`config.mk`:
```
export PLATFORM = sky130hd
export DESIGN_NAME = c_escape_sequence_decoder
export DESIGN_NICKNAME = d
export VERILOG_FILES = /design/src/hw/rtl/ced_pkg.sv /design/src/hw/rtl/ced_front.sv /design/src/hw/rtl/ced_queue.sv /design/src/hw/rtl/ced_back.sv /design/src/hw/rtl/c_escape_sequence_decoder.sv
export SDC_FILE = /design/constraint.sdc
export NUM_CORES = 1
export LEC_CHECK = 0
export ABC_AREA = 1
export BUFFER_PORTS_ARGS = -buffer_cell sky130_fd_sc_hd__buf_2
export CAP_MARGIN = 40
export CORE_ASPECT_RATIO = 2
export CORE_UTILIZATION = 55
export DETAILED_ROUTE_END_ITERATION = 10
export MAX_ROUTING_LAYER = met4
export PLACE_DENSITY = 0.81
export SLEW_MARGIN = 5
export SYNTH_ARGS = -nofsm -noshare
export SYNTH_HDL_FRONTEND = slang
export SYNTH_SLANG_ARGS = --single-unit
```
`constraint.sdc`:
```
create_clock -name clk -period 10.15 [get_ports clk]
set_clock_uncertainty 0.15 [all_clocks]
set_input_delay 0.5075 -clock clk [delete_from_list [all_inputs] [get_ports clk]]
set_output_delay 0.5075 -clock clk [all_outputs]
set_load 0.02 [all_outputs]
```
`src/hw/rtl/ced_pkg.sv`:
```
`default_nettype none

package ced_pkg;

	// Character codes
	localparam logic [7:0] CH_NL   = 8'h0A;
	localparam logic [7:0] CH_DQ   = 8'h22;
	localparam logic [7:0] CH_SQ   = 8'h27;
	localparam logic [7:0] CH_0    = 8'h30;
	localparam logic [7:0] CH_7    = 8'h37;
	localparam logic [7:0] CH_9    = 8'h39;
	localparam logic [7:0] CH_QM   = 8'h3F;
	localparam logic [7:0] CH_UA   = 8'h41;
	localparam logic [7:0] CH_UF   = 8'h46;
	localparam logic [7:0] CH_BSL  = 8'h5C;
	localparam logic [7:0] CH_A    = 8'h61;
	localparam logic [7:0] CH_B    = 8'h62;
	localparam logic [7:0] CH_F    = 8'h66;
	localparam logic [7:0] CH_N    = 8'h6E;
	localparam logic [7:0] CH_R    = 8'h72;
	localparam logic [7:0] CH_T    = 8'h74;
	localparam logic [7:0] CH_V    = 8'h76;
	localparam logic [7:0] CH_X    = 8'h78;

	// Control codes produced by simple escapes
	localparam logic [7:0] CC_BEL  = 8'h07;
	localparam logic [7:0] CC_BS   = 8'h08;
	localparam logic [7:0] CC_HT   = 8'h09;
	localparam logic [7:0] CC_LF   = 8'h0A;
	localparam logic [7:0] CC_VT   = 8'h0B;
	localparam logic [7:0] CC_FF   = 8'h0C;
	localparam logic [7:0] CC_CR   = 8'h0D;

	// Fault codes
	localparam logic [2:0] FAULT_OK        = 3'd0;
	localparam logic [2:0] FAULT_HEX_OVER  = 3'd1;
	localparam logic [2:0] FAULT_HEX_EMPTY = 3'd2;
	localparam logic [2:0] FAULT_OCT_OVER  = 3'd3;
	localparam logic [2:0] FAULT_UNKNOWN   = 3'd4;
	localparam logic [2:0] FAULT_TRAIL_BSL = 3'd5;

	// Result queue between front and back
	localparam int QDEPTH = 4;
	localparam int QAW    = $clog2(QDEPTH);

	typedef enum logic [4:0] {
		MODE_NORMAL = 5'b00001,
		MODE_ESC    = 5'b00010,
		MODE_HEX    = 5'b00100,
		MODE_OCT    = 5'b01000,
		MODE_DRAIN  = 5'b10000
	} mode_t;

	typedef struct packed {
		logic [7:0] data;
		logic       present;
		logic [2:0] fault;
		logic       done;
	} rslt_t;

	// One queue entry holds the results of one input byte (one or two)
	typedef struct packed {
		rslt_t r0;
		rslt_t r1;
		logic  two;
	} entry_t;

	typedef struct packed {
		logic       ok;
		logic [3:0] val;
	} hexd_t;

	localparam rslt_t RSLT_NONE = '{data: 8'h00, present: 1'b0, fault: FAULT_OK, done: 1'b0};

	function automatic hexd_t hex_val(input logic [7:0] b);
		hexd_t h;
		logic [7:0] diff;
		h = '{ok: 1'b0, val: 4'h0};
		diff = 8'h00;
		if (b >= CH_0 && b <= CH_9) begin
			diff = b - CH_0;
			h = '{ok: 1'b1, val: diff[3:0]};
		end else if (b >= CH_A && b <= CH_F) begin
			diff = b - CH_A + 8'd10;
			h = '{ok: 1'b1, val: diff[3:0]};
		end else if (b >= CH_UA && b <= CH_UF) begin
			diff = b - CH_UA + 8'd10;
			h = '{ok: 1'b1, val: diff[3:0]};
		end
		return h;
	endfunction

endpackage

`default_nettype wire

```
`src/hw/rtl/ced_front.sv`:
```
`default_nettype none

module ced_front (
	input  wire logic            clk,
	input  wire logic            arst_n,
	input  wire logic            accept,
	input  wire logic [7:0]      body_byte,
	input  wire logic            body_end,
	output ced_pkg::entry_t      push_data,
	output logic                 push
);

	ced_pkg::mode_t   mode_q, mode_d;
	logic [8:0]       val_q, val_d;
	logic [1:0]       cnt_q, cnt_d;

	ced_pkg::rslt_t   res [2];
	logic [1:0]       n;
	logic [1:0]       n_m1;
	logic             used;
	logic             stop;
	logic             drain;
	logic [2:0]       fault;
	ced_pkg::hexd_t   hv;
	logic             is_oct;
	logic [12:0]      hsum;
	logic [11:0]      osum;

	assign hv     = ced_pkg::hex_val(body_byte);
	assign is_oct = (body_byte >= ced_pkg::CH_0) && (body_byte <= ced_pkg::CH_7);
	assign hsum   = {val_q, 4'h0} + {9'h000, hv.val};
	assign osum   = {val_q, 3'b000} + {9'h000, body_byte[2:0]};

	// Classify the byte and work out the next escape state and its results
	always_comb begin
		mode_d = mode_q;
		val_d  = val_q;
		cnt_d  = cnt_q;
		res[0] = ced_pkg::RSLT_NONE;
		res[1] = ced_pkg::RSLT_NONE;
		n      = 2'd0;
		n_m1   = 2'd0;
		used   = 1'b0;
		stop   = 1'b0;
		drain  = 1'b0;
		fault  = ced_pkg::FAULT_OK;

		// Continue or close a pending numeric escape, or drain a faulted run
		case (mode_q)
			ced_pkg::MODE_DRAIN: begin
				drain = 1'b1;
				stop  = 1'b1;
				if (body_end) begin
					mode_d = ced_pkg::MODE_NORMAL;
					val_d  = 9'd0;
					cnt_d  = 2'd0;
				end
			end
			ced_pkg::MODE_HEX: begin
				if (hv.ok) begin
					if (hsum[12:8] != 5'd0) begin
						fault = ced_pkg::FAULT_HEX_OVER;
						stop  = 1'b1;
					end else begin
						val_d = hsum[8:0];
						if (cnt_q != 2'd3) begin
							cnt_d = cnt_q + 2'd1;
						end
						used = 1'b1;
					end
				end else if (cnt_q == 2'd0) begin
					fault = ced_pkg::FAULT_HEX_EMPTY;
					stop  = 1'b1;
				end else begin
					res[n[0]] = '{data: val_q[7:0], present: 1'b1,
						fault: ced_pkg::FAULT_OK, done: 1'b0};
					n      = n + 2'd1;
					mode_d = ced_pkg::MODE_NORMAL;
					val_d  = 9'd0;
					cnt_d  = 2'd0;
				end
			end
			ced_pkg::MODE_OCT: begin
				if (is_oct) begin
					used = 1'b1;
					if (cnt_q >= 2'd2) begin
						if (osum[11:8] != 4'd0) begin
							fault = ced_pkg::FAULT_OCT_OVER;
							stop  = 1'b1;
						end else begin
							res[n[0]] = '{data: osum[7:0], present: 1'b1,
								fault: ced_pkg::FAULT_OK, done: 1'b0};
							n      = n + 2'd1;
							mode_d = ced_pkg::MODE_NORMAL;
							val_d  = 9'd0;
							cnt_d  = 2'd0;
						end
					end else begin
						val_d = osum[8:0];
						cnt_d = cnt_q + 2'd1;
					end
				end else begin
					res[n[0]] = '{data: val_q[7:0], present: 1'b1,
						fault: ced_pkg::FAULT_OK, done: 1'b0};
					n      = n + 2'd1;
					mode_d = ced_pkg::MODE_NORMAL;
					val_d  = 9'd0;
					cnt_d  = 2'd0;
				end
			end
			default: begin
			end
		endcase

		// Handle the byte itself: after a backslash, or as plain text
		if (!stop && !used) begin
			if (mode_d == ced_pkg::MODE_ESC) begin
				mode_d = ced_pkg::MODE_NORMAL;
				case (body_byte)
					ced_pkg::CH_NL: begin
					end
					ced_pkg::CH_A, ced_pkg::CH_B, ced_pkg::CH_F, ced_pkg::CH_N,
					ced_pkg::CH_R, ced_pkg::CH_T, ced_pkg::CH_V,
					ced_pkg::CH_BSL, ced_pkg::CH_SQ, ced_pkg::CH_DQ, ced_pkg::CH_QM: begin
						res[n[0]] = '{data: body_byte, present: 1'b1,
							fault: ced_pkg::FAULT_OK, done: 1'b0};
						case (body_byte)
							ced_pkg::CH_A: res[n[0]].data = ced_pkg::CC_BEL;
							ced_pkg::CH_B: res[n[0]].data = ced_pkg::CC_BS;
							ced_pkg::CH_F: res[n[0]].data = ced_pkg::CC_FF;
							ced_pkg::CH_N: res[n[0]].data = ced_pkg::CC_LF;
							ced_pkg::CH_R: res[n[0]].data = ced_pkg::CC_CR;
							ced_pkg::CH_T: res[n[0]].data = ced_pkg::CC_HT;
							ced_pkg::CH_V: res[n[0]].data = ced_pkg::CC_VT;
							default: begin
							end
						endcase
						n = n + 2'd1;
					end
					ced_pkg::CH_X: begin
						mode_d = ced_pkg::MODE_HEX;
						val_d  = 9'd0;
						cnt_d  = 2'd0;
					end
					default: begin
						if (is_oct) begin
							mode_d = ced_pkg::MODE_OCT;
							val_d  = {6'd0, body_byte[2:0]};
							cnt_d  = 2'd1;
						end else begin
							fault = ced_pkg::FAULT_UNKNOWN;
							stop  = 1'b1;
						end
					end
				endcase
			end else begin
				mode_d = ced_pkg::MODE_NORMAL;
				if (body_byte == ced_pkg::CH_BSL) begin
					mode_d = ced_pkg::MODE_ESC;
				end else begin
					res[n[0]] = '{data: body_byte, present: 1'b1,
						fault: ced_pkg::FAULT_OK, done: 1'b0};
					n = n + 2'd1;
				end
			end
		end

		// Close the run on the final byte
		if (!stop && body_end) begin
			if (mode_d == ced_pkg::MODE_ESC) begin
				fault = ced_pkg::FAULT_TRAIL_BSL;
			end else if (mode_d == ced_pkg::MODE_HEX && cnt_d == 2'd0) begin
				fault = ced_pkg::FAULT_HEX_EMPTY;
			end else if (mode_d == ced_pkg::MODE_HEX || mode_d == ced_pkg::MODE_OCT) begin
				res[n[0]] = '{data: val_d[7:0], present: 1'b1,
					fault: ced_pkg::FAULT_OK, done: 1'b0};
				n = n + 2'd1;
			end
			mode_d = ced_pkg::MODE_NORMAL;
			val_d  = 9'd0;
			cnt_d  = 2'd0;
		end

		// Append a fault result and leave the run
		if (fault != ced_pkg::FAULT_OK) begin
			res[n[0]] = '{data: 8'h00, present: 1'b0, fault: fault, done: 1'b1};
			n      = n + 2'd1;
			mode_d = body_end ? ced_pkg::MODE_NORMAL : ced_pkg::MODE_DRAIN;
			val_d  = 9'd0;
			cnt_d  = 2'd0;
		end

		// Mark the last result of the run, or give an empty marker
		if (body_end && !drain) begin
			if (n == 2'd0) begin
				res[0] = '{data: 8'h00, present: 1'b0, fault: ced_pkg::FAULT_OK, done: 1'b1};
				n      = 2'd1;
			end else begin
				n_m1 = n - 2'd1;
				res[n_m1[0]].done = 1'b1;
			end
		end
	end

	assign push      = accept && (n != 2'd0);
	assign push_data = '{r0: res[0], r1: res[1], two: n[1]};

	// Advance the escape state on each accepted transaction
	always_ff @(posedge clk or negedge arst_n) begin
		if (!arst_n) begin
			mode_q <= ced_pkg::MODE_NORMAL;
			val_q  <= 9'd0;
			cnt_q  <= 2'd0;
		end else if (accept) begin
			mode_q <= mode_d;
			val_q  <= val_d;
			cnt_q  <= cnt_d;
		end
	end

endmodule

`default_nettype wire

```
`src/hw/rtl/ced_queue.sv`:
```
`default_nettype none

module ced_queue (
	input  wire logic            clk,
	input  wire logic            arst_n,
	input  wire logic            push,
	input  wire ced_pkg::entry_t push_data,
	output logic                 full,
	input  wire logic            pop,
	output ced_pkg::entry_t      head,
	output logic                 head_valid
);

	ced_pkg::entry_t          mem_q [ced_pkg::QDEPTH];
	logic [ced_pkg::QAW-1:0]  wr_ptr_q;
	logic [ced_pkg::QAW-1:0]  rd_ptr_q;
	logic [ced_pkg::QAW:0]    count_q;

	assign full       = (count_q == (ced_pkg::QAW+1)'(ced_pkg::QDEPTH));
	assign head_valid = (count_q != '0);
	assign head       = mem_q[rd_ptr_q];

	// Store entries
	always_ff @(posedge clk) begin
		if (push) begin
			mem_q[wr_ptr_q] <= push_data;
		end
	end

	// Advance pointers and occupancy
	always_ff @(posedge clk or negedge arst_n) begin
		if (!arst_n) begin
			wr_ptr_q <= '0;
			rd_ptr_q <= '0;
			count_q  <= '0;
		end else begin
			if (push) begin
				wr_ptr_q <= wr_ptr_q + ced_pkg::QAW'(1);
			end
			if (pop) begin
				rd_ptr_q <= rd_ptr_q + ced_pkg::QAW'(1);
			end
			if (push && !pop) begin
				count_q <= count_q + (ced_pkg::QAW+1)'(1);
			end else if (pop && !push) begin
				count_q <= count_q - (ced_pkg::QAW+1)'(1);
			end
		end
	end

endmodule

`default_nettype wire

```
`src/hw/rtl/ced_back.sv`:
```
`default_nettype none

module ced_back (
	input  wire logic            clk,
	input  wire logic            arst_n,
	input  wire ced_pkg::entry_t head,
	input  wire logic            head_valid,
	output logic                 pop,
	output logic                 out_valid,
	input  wire logic            out_stall,
	output ced_pkg::rslt_t       out_rslt
);

	logic            out_valid_q;
	ced_pkg::rslt_t  out_q;
	logic            sel_q;
	logic            load;
	logic            first_of_two;

	assign load         = !out_valid_q || !out_stall;
	assign first_of_two = head.two && !sel_q;
	assign pop          = load && head_valid && !first_of_two;

	// Load the output register with the next result of the head entry
	always_ff @(posedge clk or negedge arst_n) begin
		if (!arst_n) begin
			out_valid_q <= 1'b0;
			sel_q       <= 1'b0;
		end else if (load) begin
			out_valid_q <= head_valid;
			if (head_valid) begin
				sel_q <= first_of_two;
			end
		end
	end

	// Hold payload while stalled
	always_ff @(posedge clk) begin
		if (load && head_valid) begin
			out_q <= sel_q ? head.r1 : head.r0;
		end
	end

	assign out_valid = out_valid_q;
	assign out_rslt  = out_q;

endmodule

`default_nettype wire

```
`src/hw/rtl/c_escape_sequence_decoder.sv`:
```
`default_nettype none

// Channel | Direction | Handshake              | Payload
// in      | input     | in_valid / in_stall    | body_byte[7:0], body_end
// out     | output    | out_valid / out_stall  | decoded_byte[7:0], byte_present,
//         |           |                        | fault_code[2:0], run_done
//
// One byte is accepted per cycle while in_stall is low; the escape state
// updates in the same cycle. A byte yields zero, one or two results;
// two-result bytes occupy the output register once per result, and a
// four-entry queue absorbs the difference.
// Reset clears the escape state, the queue and the output valid at once.
// in_stall rises only when the queue is full; out_stall holds the result.

module c_escape_sequence_decoder (
	input  wire logic        clk,
	input  wire logic        arst_n,
	input  wire logic        in_valid,
	output logic             in_stall,
	input  wire logic [7:0]  body_byte,
	input  wire logic        body_end,
	output logic             out_valid,
	input  wire logic        out_stall,
	output logic [7:0]       decoded_byte,
	output logic             byte_present,
	output logic [2:0]       fault_code,
	output logic             run_done
);

	logic             accept;
	logic             push;
	ced_pkg::entry_t  push_data;
	logic             full;
	logic             pop;
	ced_pkg::entry_t  head;
	logic             head_valid;
	ced_pkg::rslt_t   out_rslt;

	assign in_stall = full;
	assign accept   = in_valid && !full;

	ced_front u_front (
		.clk       (clk),
		.arst_n    (arst_n),
		.accept    (accept),
		.body_byte (body_byte),
		.body_end  (body_end),
		.push_data (push_data),
		.push      (push)
	);

	ced_queue u_queue (
		.clk        (clk),
		.arst_n     (arst_n),
		.push       (push),
		.push_data  (push_data),
		.full       (full),
		.pop        (pop),
		.head       (head),
		.head_valid (head_valid)
	);

	ced_back u_back (
		.clk        (clk),
		.arst_n     (arst_n),
		.head       (head),
		.head_valid (head_valid),
		.pop        (pop),
		.out_valid  (out_valid),
		.out_stall  (out_stall),
		.out_rslt   (out_rslt)
	);

	assign decoded_byte = out_rslt.data;
	assign byte_present = out_rslt.present;
	assign fault_code   = out_rslt.fault;
	assign run_done     = out_rslt.done;

	// A fault always ends the run and carries no byte
	a_fault_ends_run: assert property (@(posedge clk) disable iff (!arst_n)
		out_valid && (fault_code != ced_pkg::FAULT_OK) |-> run_done && !byte_present)
		else $error("fault result without run end");

	// A result with neither byte nor fault is only the end-of-run marker
	a_empty_is_marker: assert property (@(posedge clk) disable iff (!arst_n)
		out_valid && !byte_present && (fault_code == ced_pkg::FAULT_OK) |-> run_done)
		else $error("empty result that does not end the run");

	// A full queue implies the back side is offering a result
	a_full_offers: assert property (@(posedge clk) disable iff (!arst_n)
		in_stall |-> out_valid)
		else $error("input stalled while output idle");

	// The queue never pops when empty
	a_pop_nonempty: assert property (@(posedge clk) disable iff (!arst_n)
		pop |-> head_valid)
		else $error("pop from empty queue");

endmodule

`default_nettype wire

```
---- Word-level counts from Yosys, hierarchy flattened ----
Memories as Yosys holds them, arrays and structs flattened.
Cells that the tools add are included.
storage, ports and cells
  register bits after elaboration ......... 38
  latch bits .............................. 0
  memory bits (writable) .................. 108
  memory bits (read-only) ................. 0
  bits of input ports ..................... 13
  memories kept ........................... 1
cells by class
  add/subtract/negate cells ............... 16
  $mul .................................... 0
  div/mod/pow operators ................... 0
  magnitude comparators ................... 16
  eq/ne operators ......................... 22
  shift-type cells ........................ 0
  muxes and demuxes ....................... 139
  bitwise gates (word level) .............. 4
  reductions and logical operators ........ 45
memories
  memory         words  width  rd ports  clocked after memory_dff  wr ports  line             source
  u_queue.mem_q  4      27     1         0                         1         ced_queue.sv:14  ced_pkg::entry_t mem_q [ced_pkg::QDEPTH];
operators with widths
  kind                                                  count
  bitwise mux 26 bit                                    11
  two-way mux 26 bit                                    10
  case mux 26 bit (7 select lines)                      1
  two-way mux 13 bit                                    12
  two-way mux 9 bit                                     12
  == test 8 x 7 -> 1 bit (second input constant)        9
  two-way mux 5 bit                                     14
  demux 13 bit (select 1 bit)                           5
  two-way mux 2 bit                                     30
  two-way mux 3 bit                                     12
  case mux 9 bit (3 select lines)                       1
  case mux 13 bit (2 select lines)                      1
  == test 8 x 6 -> 1 bit (second input constant)        3
  two-way mux 1 bit                                     20
  logical AND 1 bit                                     19
  case mux 9 bit (2 select lines)                       1
  >= comparator 8 x 7 -> 1 bit (second input constant)  2
  <= comparator 8 x 6 -> 1 bit (second input constant)  2
  <= comparator 8 x 7 -> 1 bit (second input constant)  2
  case mux 5 bit (3 select lines)                       1
  adder 13 x 4 -> 13 bit                                1
  OR reduction 13 bit                                   1
  adder 12 x 3 -> 12 bit                                1
  adder 2 x 1 -> 2 bit (second input constant)          6
  other kinds (33)                                      65

---- Depth between registers and ports, before layout ----
  depth in word-level cells ............... 30
  depth in mapped cells ................... 30
  gate-level depth less buffers ........... 30

---- Cells and area by module ----
A second synthesis with hierarchy kept.
unflattened totals
  cell total of the unflattened synthesis .. 1014
  area, all modules ....................... 8750.9 sq um
by module, submodules not included
  module                     times used  cells each  area each (sq um)  seq. area each (sq um)
  ced_queue                  1           363         4738.3             3418.3
  ced_front                  1           584         3348.2             401.6
  ced_back                   1           65          654.4              440.4
  c_escape_sequence_decoder  1           2           10.0               0.0

---- Least setup slack after synthesis ----
No wires, ideal clock.
  path type ............................... input to register
  from .................................... in body_byte[0]
  to ...................................... mem u_queue.mem_q[0][0] (netlist name), enable pin
  data arrival time ....................... 4335 ps
  required time ........................... 9589 ps
  path slack .............................. 5254 ps
  cell stages on the path ................. 20
  path buffers ............................ 1
  path through ............................ inv_1 ha_1 nor2_1 nor2_1 o21ai_4 nand4_2 nand2_1 clkbuf_1 ha_1 nand2_2 nand3_2 nand2_4 inv_1 nand2_2 nand2_4 ha_1 nor2_1 nand3_4 nand2_4 nor2_1
on the way
  longest elaborated chain between the ends .. 28
ends and longest elaborated chain
  what                                                     line                                         source
  start, declared                                          c_escape_sequence_decoder.sv:20              input wire logic [7:0] body_byte,
  subtractor 4 x 1 -> 4 bit, or another cell as far along  ced_pkg.sv:84, ced_pkg.sv:87
  adder 4 bit or logical AND 1 bit (tied branches)         ced_pkg.sv:84, ced_pkg.sv:87, ced_pkg.sv:86
  two-way mux 5 bit                                        ced_pkg.sv:86                                end else if (b >= CH_UA && b <= CH_UF) begin
  two-way mux 5 bit                                        ced_pkg.sv:83                                end else if (b >= CH_A && b <= CH_F) begin
  two-way mux 5 bit                                        ced_pkg.sv:80                                if (b >= CH_0 && b <= CH_9) begin
  adder 13 x 4 -> 13 bit                                   ced_front.sv:31                              assign hsum = {val_q, 4'h0} + {9'h000, hv.val};
  nonzero test 5 bit                                       ced_front.sv:61                              if (hsum[12:8] != 5'd0) begin
  two-way mux 2 bit or two-way mux 1 bit (tied branches)   ced_front.sv:61
  [... 12 more ...]                                        n/a
  two-way mux 2 bit (*)                                    ced_front.sv:185                             if (fault != ced_pkg::FAULT_OK) begin
  zero test 2 bit                                          ced_front.sv:195                             if (n == 2'd0) begin
  two-way mux 2 bit                                        ced_front.sv:195
  two-way mux 2 bit (*)                                    ced_front.sv:194                             if (body_end && !drain) begin
  nonzero test 2 bit (*)                                   ced_front.sv:205                             assign push = accept && (n != 2'd0);
  logical AND 1 bit (*)                                    ced_front.sv:205
  two-way mux 1 bit (*)                                    ced_queue.sv:25                              if (push) begin
  two-way mux 1 bit (implied by the code) (*)              ced_queue.sv:26                              mem_q[wr_ptr_q] <= push_data;
  end, declared                                            ced_queue.sv:14
Mark *: on every way between the ends. The rest lies on a longest branch, timed or not.

---- Worst setup path after layout ----
  from .................................... reg u_front.mode_q[1]
  to ...................................... reg u_queue.count_q[1] (netlist name)
on the way
  longest elaborated chain between the ends .. 23
ends and longest elaborated chain
  what                                                                           line                             source
  start, declared                                                                ced_front.sv:13                  ced_pkg::mode_t mode_q, mode_d;
  start signal, assigned                                                         ced_front.sv:211                 mode_q <= ced_pkg::MODE_NORMAL;
  start signal, assigned                                                         ced_front.sv:215                 mode_q <= mode_d;
  parallel branches: the longest is 17 deep, another holds adder 2 x 1 -> 2 bit  n/a
  two-way mux 2 bit (*)                                                          ced_front.sv:194
  nonzero test 2 bit (*)                                                         ced_front.sv:205
  logical AND 1 bit (*)                                                          ced_front.sv:205
  via push                                                                       c_escape_sequence_decoder.sv:31  logic push;
  zero test 1 bit                                                                ced_queue.sv:45                  end else if (pop && !push) begin
  logical AND 1 bit                                                              ced_queue.sv:45
  nonzero test 2 bit (no line)                                                   n/a
  end signal, assigned                                                           ced_queue.sv:44                  count_q <= count_q + (ced_pkg::QAW+1)'(1);
  end signal, assigned                                                           ced_queue.sv:46                  count_q <= count_q - (ced_pkg::QAW+1)'(1);
  end, declared                                                                  ced_queue.sv:17                  logic [ced_pkg::QAW:0] count_q;
Mark *: on every way through the listed nets, which the timed path passes.
A chain may end at the register's enable or synchronous reset.

==> results.md <==
* Pin count of the biggest net entering global routing at 57
* Placed Cells at 1078
* Slew Viols, Final at 0
* Max FO, Critical Path at 15
* Post-synth EDFFs at 121
* CTS tree: yes
* Peak VDD IR at 0.000140 V
* Leakage at 3.72 nW
* Layout area overhead at 12.5%
* Startpoint Class: register
* # DRC at 0
* Unrepaired setup endpoints after global routing: false
* Top cells by count, synth: nor2_1, edfxtp_1, nand2_1
* Vert. Die Dim at 174 um
* CTS Buffer Depth at 2
* Finished Layout Cells at 1111
* Worst hold path depth at 3
* Critical Path RT at 10.31 ns
* Yosys reg bits at 146
* FF-to-FF setup slack at 5.03 ns
* Seq. cell area at 0.00426 mm2
* F_max at 195 MHz
* Synthesis Warnings at 0
* DP HPWL at 16100 um
* Final Cell Area at 0.00917 mm2
* Io pins at 28
* Antenna Nets Post-Route at 0
* Met3 GRT Util at 0.0475
* Vias per Instance at 5.92
* Cell count after synthesis at 877
* Slowest stage cell, crit path: nand2_1
* Count leader, synth: nor2_1
* Share of the synthesized area in the top cell type at 0.446
* GPL Wtd Cong at 1.01
* Antenna fix cells at 0
* Netlist Area Pre-Place at 0.00815 mm2
* CP arrival at 5.28 ns
* Worst r2r path cells at 20
* CP endpoint kind: register
* Clock insertion delay at the later pin of the skew report at 0.43 ns
* Share of cells above drive strength 1 at 0.170
* Number of global-route vias before repair at 6677
* Area contributors post-synth: edfxtp_1, nor2_1, dfrtp_1
* H-tree levels at 4
* Destination of the worst hold path: u_back.out_valid$_DFFE_PN0P_
* Number of fill cells at 1226
* CTS sink cnt at 146
* First-pass GRT wire length at 34700 um
* Worst min path class: in2reg
* CP Cell Sequence: nor2_4, nand4_2, inv_2, nand4_2, nand2_1, ha_1, nand2_2, nand3_2, nand2_4, nand4_4, nand2_4, ha_1, nor2_1, nand3_4, nand2_4, inv_1, ha_1, inv_1, fa_1, mux2_2
* Synth cell types at 53
* Area occupied by multi-input gates at 0.00338 mm2
* Setup TNS at 0 ns
* Initial antenna violation count at 0
* Buffers on Ports at 27
* Max-cap viol count at 0
* DR vias at 6573
* Setup Fix Bufs, Post-CTS at 0
* Slew @ Worst Pin at 0.802 ns
* Die ar. at 0.0153 mm2
* Initial DRC count at 374
* Grt ovf at 0
* FP Rows at 62
* Most used DFF post-synth: edfxtp_1
* Max incr delay on CP at 0.50 ns
* RR Startpoint: u_front.mode_q[1]$_DFFE_PN0P_
* DRT Pass-1 Iters at 7
* Post-synthesis async set-or-reset flop share at 0.171
* Status: finished, final reports clean
* Period utilization at 0.504
* Grt met2 use at 0.556
* Area leader, netlist: edfxtp_1
* Slew HR at 0.462
* Gr busiest metal: met2
* Final setup vio count at 0
* Syn_area_per_cell at 9.29 um2
* Placed Instance Area at 0.00850 mm2
* Final wirelength at 22200 um
* Clock buffer count from CTS at 17
* CTS root buf: clkbuf_16
* Initial Util at 0.565
* Worst Hold Launch: out_stall
* PD cells at 278 mW/mm2
* Post-route minimum period at 5.12 ns
* Register area share after synthesis at 0.523
* Final hold violation count at 0
* Synth Net Count at 907
* Met1 Track Usage GR at 0.308
* Core ar. at 0.0144 mm2
* Setup CP Type: reg2reg
* Wire length per cell at 20.0 um
* Gr usage total at 0.318
* Die W at 88.1 um
* Nets at 936
* R2R Path End: u_queue.count_q[1]$_DFFE_PN0P_
* Clk slew on worst S/H paths at 0.06 ns
-- layout make-up --
class                   count  share of cell area
inverters                 103              0.0424
clock inverters            14              0.0254
well taps                 192              0.0262
clock buffers              18              0.0468
flip-flops and latches    146               0.464
repair buffers             38              0.0262
multi-input cells         600               0.369
-- sequential cells by signal, indices dropped and copies added (netlist names) --
register and flops:
u_back.out_rslt 13, u_queue.rd_ptr_q 2, u_back.out_valid 1, u_front.mode_q 5
u_front.cnt_q 2, u_back.sel_q 1, u_queue.mem_q 108, u_queue.wr_ptr_q 2
u_queue.count_q 3, u_front.val_q 9
-- metal layers --
layer	routed length (um)	share of wire
met2	12100	0.55
met1	7480	0.34
met4	1770	0.080
met3	778	0.035
met5	0	0
-- logic make-up (layout without fill, tap and decap cells) --
logic type | count (synthesis) | count (layout) | synth area share
AND/OR/NAND/NOR | 381 | 381 | 0.228
XOR/XNOR | 4 | 4 | 0.00430
buffers and inverters | 131 | 173 | 0.0637
flip-flops | 146 | 146 | 0.523
AO/OA/AOI/OAI | 197 | 197 | 0.153
adder cells (fa/ha/maj) | 17 | 17 | 0.0270
multiplexers | 1 | 1 | 0.00138
-- critical path: cells and delay by family (launching register included) --
family        cells  cell delay [ns]
simple gates     12             2.44
fa+ha+maj         4             1.24
flops             1             0.48
buf+inv           3             0.42
mux               1             0.27
-- through the flow --
stage	power, W	worst slack [ns]	util	hold slack [ns]
after floorplan	0.00157	5.25	-	0.0619
after global placement	0.00181	5.01	0.587	0.331
after detailed placement	0.00185	4.83	0.589	0.339
after CTS	0.00255	5.08	0.636	0.147
after global routing	0.00268	4.73	0.636	0.169
final	0.00255	5.03	0.636	0.150
-- worst max-delay path by stage --
stage | start | endpoint | depth (start not counted)
global route | u_front.mode_q[1]$_DFFE_PN0P_ | u_queue.count_q[1]$_DFFE_PN0P_ | 19
global placement | body_byte[0] | u_queue.count_q[1]$_DFFE_PN0P_ | 23
detailed placement | body_byte[1] | u_queue.count_q[1]$_DFFE_PN0P_ | 23
CTS | u_front.mode_q[1]$_DFFE_PN0P_ | u_queue.count_q[1]$_DFFE_PN0P_ | 20
floorplan | body_byte[0] | u_queue.mem_q[0][0]$_DFFE_PP_ | 20
finish | u_front.mode_q[1]$_DFFE_PN0P_ | u_queue.count_q[1]$_DFFE_PN0P_ | 20
-- timing repair --
action                                 in CTS  in global routing
endpoints found under the hold margin      24                  0
setup endpoints to repair                   0                  0
hold buffers                                1                  0
gates resized for setup                     0                  0
-- report_power, final --
part           internal [W]  switching (W)  total (W)
logic              0.000273       0.000650   0.000923
clock network      0.000460       0.000243   0.000703
registers          0.000875      0.0000443   0.000920
total               0.00161       0.000937    0.00255
-- cell usage in the layout, fill, tap and decap left out, types with 3 or more instances in the layout --
| master | count |
|---|---|
| a31oi_1 | 16 |
| clkbuf_16 | 17 |
| nor2_2 | 19 |
| inv_2 | 11 |
| o221ai_1 | 11 |
| nand3_4 | 5 |
| o22ai_2 | 10 |
| nand4_1 | 11 |
| o21ai_4 | 3 |
| a22oi_1 | 3 |
| ha_1 | 16 |
| inv_1 | 88 |
| o22ai_1 | 24 |
| xor2_1 | 3 |
| dfrtp_1 | 24 |
| edfxtp_1 | 121 |
| buf_4 | 9 |
| nand3_1 | 24 |
| nand4_2 | 4 |
| buf_2 | 27 |
| nand2_4 | 6 |
| bufinv_16 | 6 |
| nor2_4 | 3 |
| nand3_2 | 4 |
| nor3_1 | 12 |
| a21oi_1 | 28 |
| clkinv_1 | 6 |
| o21ai_0 | 87 |
| nand2_2 | 17 |
| o21a_1 | 3 |
| nand2_1 | 110 |
| o32ai_1 | 3 |
| nor2_1 | 157 |
| inv_6 | 3 |
Note: power is estimated with default switching activity, not from simulation.
